[src/hw/rtl/hdc_pkg.sv]
// Shared types, fixed-point constants and helpers for the haversine distance core.
package hdc_pkg;

    typedef logic [30:0]        t_q30;
    typedef logic signed [34:0] t_acc;

    localparam int SIDE_W = 3 * 31;
    typedef logic [SIDE_W-1:0] t_side;

    // APB register map
    localparam int         ADDR_W     = 3;
    localparam logic       REG_RADIUS = 1'b0;

    localparam logic [30:0] ONE_Q30     = 31'h4000_0000;
    localparam logic [63:0] Q30_HALF    = 64'h2000_0000;
    localparam logic [63:0] PI_Q62      = 64'hC90F_DAA2_2168_C235;
    localparam logic [30:0] HALF_PI_Q30 = 31'(PI_Q62 >> 33);
    localparam logic [63:0] PI_Q56      = (PI_Q62 + 64'd32) >> 6;
    localparam logic [29:0] RAD_PER_HU  = 30'((PI_Q56 + 64'd180000000) / 64'd360000000);
    localparam logic [58:0] RAD_ROUND   = 59'h200_0000;

    // angles in half-microdegrees
    localparam logic [29:0] HU_90   = 30'd180000000;
    localparam logic [29:0] HU_180  = 30'd360000000;
    localparam logic [29:0] HU_270  = 30'd540000000;
    localparam logic [29:0] TURN_HU = 30'd720000000;

    localparam logic [22:0] RADIUS_RESET = 23'd6371000;
    localparam logic [24:0] DIST_MAX     = 25'd26353589;
    localparam logic [55:0] DIST_ROUND   = 56'h2000_0000;

    // floor(2^40/d)+1: exact quotient for dividends below 2^32 and d below 256
    localparam logic [39:0] SIN_RECIP [7] = '{
        40'(((64'd1 << 40) / 64'd6)   + 64'd1),
        40'(((64'd1 << 40) / 64'd20)  + 64'd1),
        40'(((64'd1 << 40) / 64'd42)  + 64'd1),
        40'(((64'd1 << 40) / 64'd72)  + 64'd1),
        40'(((64'd1 << 40) / 64'd110) + 64'd1),
        40'(((64'd1 << 40) / 64'd156) + 64'd1),
        40'(((64'd1 << 40) / 64'd210) + 64'd1)
    };
    localparam logic [39:0] COS_RECIP [8] = '{
        40'(((64'd1 << 40) / 64'd2)   + 64'd1),
        40'(((64'd1 << 40) / 64'd12)  + 64'd1),
        40'(((64'd1 << 40) / 64'd30)  + 64'd1),
        40'(((64'd1 << 40) / 64'd56)  + 64'd1),
        40'(((64'd1 << 40) / 64'd90)  + 64'd1),
        40'(((64'd1 << 40) / 64'd132) + 64'd1),
        40'(((64'd1 << 40) / 64'd182) + 64'd1),
        40'(((64'd1 << 40) / 64'd240) + 64'd1)
    };

    // pipeline depths
    localparam int SC_LAT     = 19;
    localparam int ANG_LAT    = 4 + SC_LAT;
    localparam int CMB_LAT    = 4;
    localparam int SQRT_LAT   = 31;
    localparam int ATAN_STEPS = 31;
    localparam int STEP_LAT   = SC_LAT + 2;
    localparam int PIPE_LAT   = ANG_LAT + CMB_LAT + SQRT_LAT + ATAN_STEPS * STEP_LAT + 1;

    // Q30 product, rounded half up
    function automatic logic [31:0] q30_round(input logic [63:0] p);
        logic [64:0] s;
        s = {1'b0, p} + {1'b0, Q30_HALF};
        return s[61:30];
    endfunction

    function automatic t_q30 acc_clamp(input t_acc v);
        t_q30 r;
        if (v < 0) begin
            r = '0;
        end else if (v > t_acc'(ONE_Q30)) begin
            r = ONE_Q30;
        end else begin
            r = v[30:0];
        end
        return r;
    endfunction

endpackage

[src/hw/rtl/hdc_isqrt.sv]
// Pipelined integer square root, one result bit per stage.
module hdc_isqrt
    import hdc_pkg::*;
(
    input  logic        i_clk,
    input  logic        i_en,
    input  logic [60:0] i_n,
    output t_q30        o_root
);

    logic [61:0] r_n   [0:29];
    logic [61:0] r_res [0:30];
    logic [61:0] w_n   [0:30];
    logic [61:0] w_res [0:30];

    assign w_n[0]   = 62'(i_n);
    assign w_res[0] = '0;

    for (genvar i = 0; i < SQRT_LAT; i++) begin : g_step
        localparam logic [61:0] BIT = 62'd1 << (60 - 2 * i);
        logic [61:0] w_sum;
        logic        w_take;

        assign w_sum  = w_res[i] + BIT;
        assign w_take = w_n[i] >= w_sum;

        always_ff @(posedge i_clk) begin
            if (i_en) begin
                r_res[i] <= w_take ? (w_res[i] >> 1) + BIT : w_res[i] >> 1;
            end
        end

        if (i < SQRT_LAT - 1) begin : g_rem
            always_ff @(posedge i_clk) begin
                if (i_en) begin
                    r_n[i] <= w_take ? w_n[i] - w_sum : w_n[i];
                end
            end
            assign w_n[i+1]   = r_n[i];
            assign w_res[i+1] = r_res[i];
        end
    end

    assign o_root = 31'(r_res[SQRT_LAT-1]);

endmodule

[config.mk]
export PLATFORM = sky130hd
export DESIGN_NAME = hdc_isqrt
export DESIGN_NICKNAME = d
export VERILOG_FILES = /design/src/hw/rtl/hdc_pkg.sv /design/src/hw/rtl/hdc_isqrt.sv
export SDC_FILE = /design/constraint.sdc
export NUM_CORES = 2
export LEC_CHECK = 0
export BUFFER_PORTS_ARGS = -buffer_cell sky130_fd_sc_hd__buf_2
export CORE_MARGIN = 5
export CORE_UTILIZATION = 30
export DETAILED_ROUTE_END_ITERATION = 10
export GPL_TIMING_DRIVEN = 0
export HOLD_SLACK_MARGIN = 0.1
export PLACE_DENSITY = 0.44
export SLEW_MARGIN = 20
export SYNTH_ARGS = -nofsm -noshare
export SYNTH_HDL_FRONTEND = slang
export SYNTH_SLANG_ARGS = --single-unit
[constraint.sdc]
create_clock -name i_clk -period 4.98 [get_ports i_clk]
set_input_delay 0.249 -clock i_clk [delete_from_list [all_inputs] [get_ports i_clk]]
set_output_delay 0.249 -clock i_clk [all_outputs]
set_load 0.01 [all_outputs]
==> run summary <==
The count of port buffers added during placement came out at 92. The tools report the number of nets in the layout as 9953. The category of the worst setup path capture point was a register. The area after detailed placement came out at 119300 sq um. The run finished with clean final reports. Counting distinct cell types in the post-synthesis netlist gives 92.

The finished layout holds 14548 standard cells, fillers aside. Buffer depth of the longest clock path: 4. The total overflow left after global routing is 0. Setup repair after global routing left no endpoint under its margin. The H-tree was split into 5 levels. The delay of the slowest cell on the worst path came out at 760 ps. The final clock period utilization by the worst path works out to 95.54%. In the layout the commonest cells are 2356 x edfxtp_1, 644 x inv_1, 606 x nand2_1. In this run the worst hold path is classified as reg -> reg. The later pin in the worst-skew pair is clocked with a latency of 880 ps. Power density over the cells: 457.0 nW/um^2. For this run, the top clock speed supported by timing is 0.2102 GHz. The via count of the first global-routing pass was 71776. The fraction of layout instances using a drive strength above 1 is 6.958%. The critical path goes through inv_1 > ha_1 > o211ai_1 > a21oi_1 > o21ai_0 > a21oi_1 > a31oi_1 > o21ai_0 > a2111o_1 > nor4_2 > nand4_1 > xnor2_1. The area of the core region was 372200 sq um; the transition at the pin with the smallest max-transition slack was 1286 ps.

After detailed routing, the total wire length is 294.3 mm. After detailed routing, the average wire length per cell comes to 20.23 microns. The tools report the remaining antenna violation count after routing as 0. The cell total after placement is 13931. The logs give 5 for the number of antenna violations at the first check in global routing and 0.8770 for the final weighted congestion in routability-driven placement.

The floorplan step set the die height to 621.2 microns. With fillers left out, the area of the finished cells amounts to 129600 sq um. The number of hold violations in the final report is 0, and the width of the die is 621.2 microns.

Area growth from synthesis to layout: 15.60%. The average instance in the mapped netlist occupies 12.67 sq um. The max-cap check violation count was 0; the average via count per standard cell was 4.848. The number of buffers and inverters on the critical path works out to 1.

The root buffer cell chosen for the clock tree is clkbuf_16. The run gives 30.11% as the starting utilization of the core area. Across all hold checks on the routed design, the worst slack comes to 421.5 ps. The share of the Yosys chip area taken by registers is 63.13%. The first global-routing pass estimated 444.6 mm of wire. After layout, the minimum clock period comes to 4758 ps. In this run the count of I/O pins placed on the die edge is 94. The multi-input gate area in the final layout came out at 38330 sq um. The number of pins with negative max-slew slack in the final report came out at 0. The synthesized design contains 2356 enable-type register cells. The worst-path maximum fanout was 8; the standby leakage power was 0.04780 uW. TritonCTS built the clock tree.

The sum of internal, switching and leakage power is 59200 uW. The top cell family by delay on the critical path is compound AO/OA/AOI/OAI gates. The startpoint class of the critical path was a register. In the synthesized netlist the dominant register cell turns out to be edfxtp_1. The global-route total usage across every layer was 14.73%; the number of clock buffers inserted by TritonCTS was 282. Entering global routing, the biggest net connects 148 pins. After clock tree synthesis, the clock-pin slew on the worst setup and hold paths is 60 ps. For the worst setup path, the data required time is 5560 ps. Before antenna repair, the detailed router went through 7 iterations.

For this run, the number of Yosys warnings is 0. Setup violations remaining at the end of the flow were counted as 0. Total of fill cells in the finished design: 36305.

The number of instances in the synthesized netlist was 8848; the final core utilization was 34.81%. Synthesis inferred 2356 register bits. The worst slew margin relative to its limit was 13.50%. The largest individual stage delay along the critical path comes from the cell nor4_2. For the arrival time at the worst endpoint, the log shows 5340 ps. In this run, the number of DRC markers left after iteration 0 of detailed routing was 4656. The mapped netlist covers 112100 sq um. Counting every sink on the clock net gives 2356.

The detailed placer's ending HPWL was 223.8 mm; the worst clock skew on the final layout was 51.23 ps. The worst supply voltage drop on vdd was 0.2426 mV; the die footprint was 385900 sq um. The number of remaining DRC errors is 0, and the sequential standard cell area is 70750 sq um. After floorplanning, the core was divided into 224 placement rows. Detailed routing inserted a total of 70524 vias.

The library cell used most frequently in the layout, excluding fill and tap cells, is edfxtp_1. The critical path is of the reg -> reg type. The fraction of registers with async set or reset after synthesis works out to 0%.
power by group:
group	leakage, uW	switching [uW]	internal, uW
clock network	0.00435	8060	12000
logic	0.0208	7040	4790
registers	0.0227	2080	25200
registers in the layout (all words and copies together) (netlist names):
register  flops
r_n        1860
r_res       496
synth_stat cells, types with 106 or more instances:
library cell / instances / area (sq um)
a21o_1: 215 / 1614
a21oi_1: 565 / 2828
clkbuf_1: 148 / 555.5
edfxtp_1: 2356 / 70750
ha_1: 523 / 6544
inv_1: 644 / 2417
nand2_1: 606 / 2275
nand2b_1: 106 / 663.1
nand3_1: 137 / 685.7
nand4_1: 136 / 850.8
nor2_1: 541 / 2031
nor3_1: 230 / 1151
nor4_1: 313 / 1958
o21ai_0: 447 / 2237
xnor2_1: 411 / 3600
xor2_1: 410 / 3591
cell type report:
cell class | instances | share of cell area, %
Inverter | 647 | 1.875
Clock inverter | 138 | 1.106
Timing Repair Buffer | 234 | 1.706
Buffer | 172 | 0.5283
Sequential cell | 2356 | 54.61
Clock buffer | 351 | 5.778
Multi-Input combinational cell | 5674 | 29.59
Tap cell | 4972 | 4.802
Antenna cell | 4 | 0.007726
what timing repair did:
item / in CTS / in global routing
hold buffers: 123 / 0
resized for setup: 7 / 9
endpoints found under the setup margin: 43 / 24
buffers inserted: 0 / 1
pin swaps: 0 / 1
cloned: 0 / 0
endpoints found under the hold margin: 178 / 0
path summary, 6_finish.rpt:
| check | startpoint | to | slack, ps | cells after the start |
|---|---|---|---|---|
| setup / recovery | r_res[1][689]$_DFFE_PP_ | r_n[1][804]$_DFFE_PP_ | 220 | 12 |
| hold / removal | r_n[1][192]$_DFFE_PP_ | r_n[1][254]$_DFFE_PP_ | 420 | 0 |
| setup reg to reg | r_res[1][689]$_DFFE_PP_ | r_n[1][804]$_DFFE_PP_ | 220 | 12 |
| hold reg to reg | r_n[1][192]$_DFFE_PP_ | r_n[1][254]$_DFFE_PP_ | 420 | 0 |
cell families (layout without fill, tap and decap cells):
group	Yosys count	count (layout)	synth area share [%]
XOR/XNOR	821	821	6.416
buffers and inverters	819	1542	2.768
multiplexers	82	82	0.8139
flip-flops	2356	2356	63.13
AO/OA/AOI/OAI	1686	1686	9.225
adder cells (fa/ha/maj)	523	523	5.839
AND/OR/NAND/NOR	2560	2560	11.81
other	1	6	0.003346
routing by layer:
metal	part of all wire, %	track usage (%)	vias up
met5	0	0	-
met2	51	26.86	1331
li1	-	-	34293
met3	3.5	1.964	472
met4	3.2	4.570	0
met1	42	17.97	34428
per-stage QoR:
stage / TNS, ps / worst slack, ps
after floorplan: 0 / 1539
after global placement: - / -34760
after detailed placement: -5334 / -503.6
after CTS: 0 / 18.60
after global routing: 0 / 3.150
final: 0 / 222.0
(Power assumes the default switching activity.)
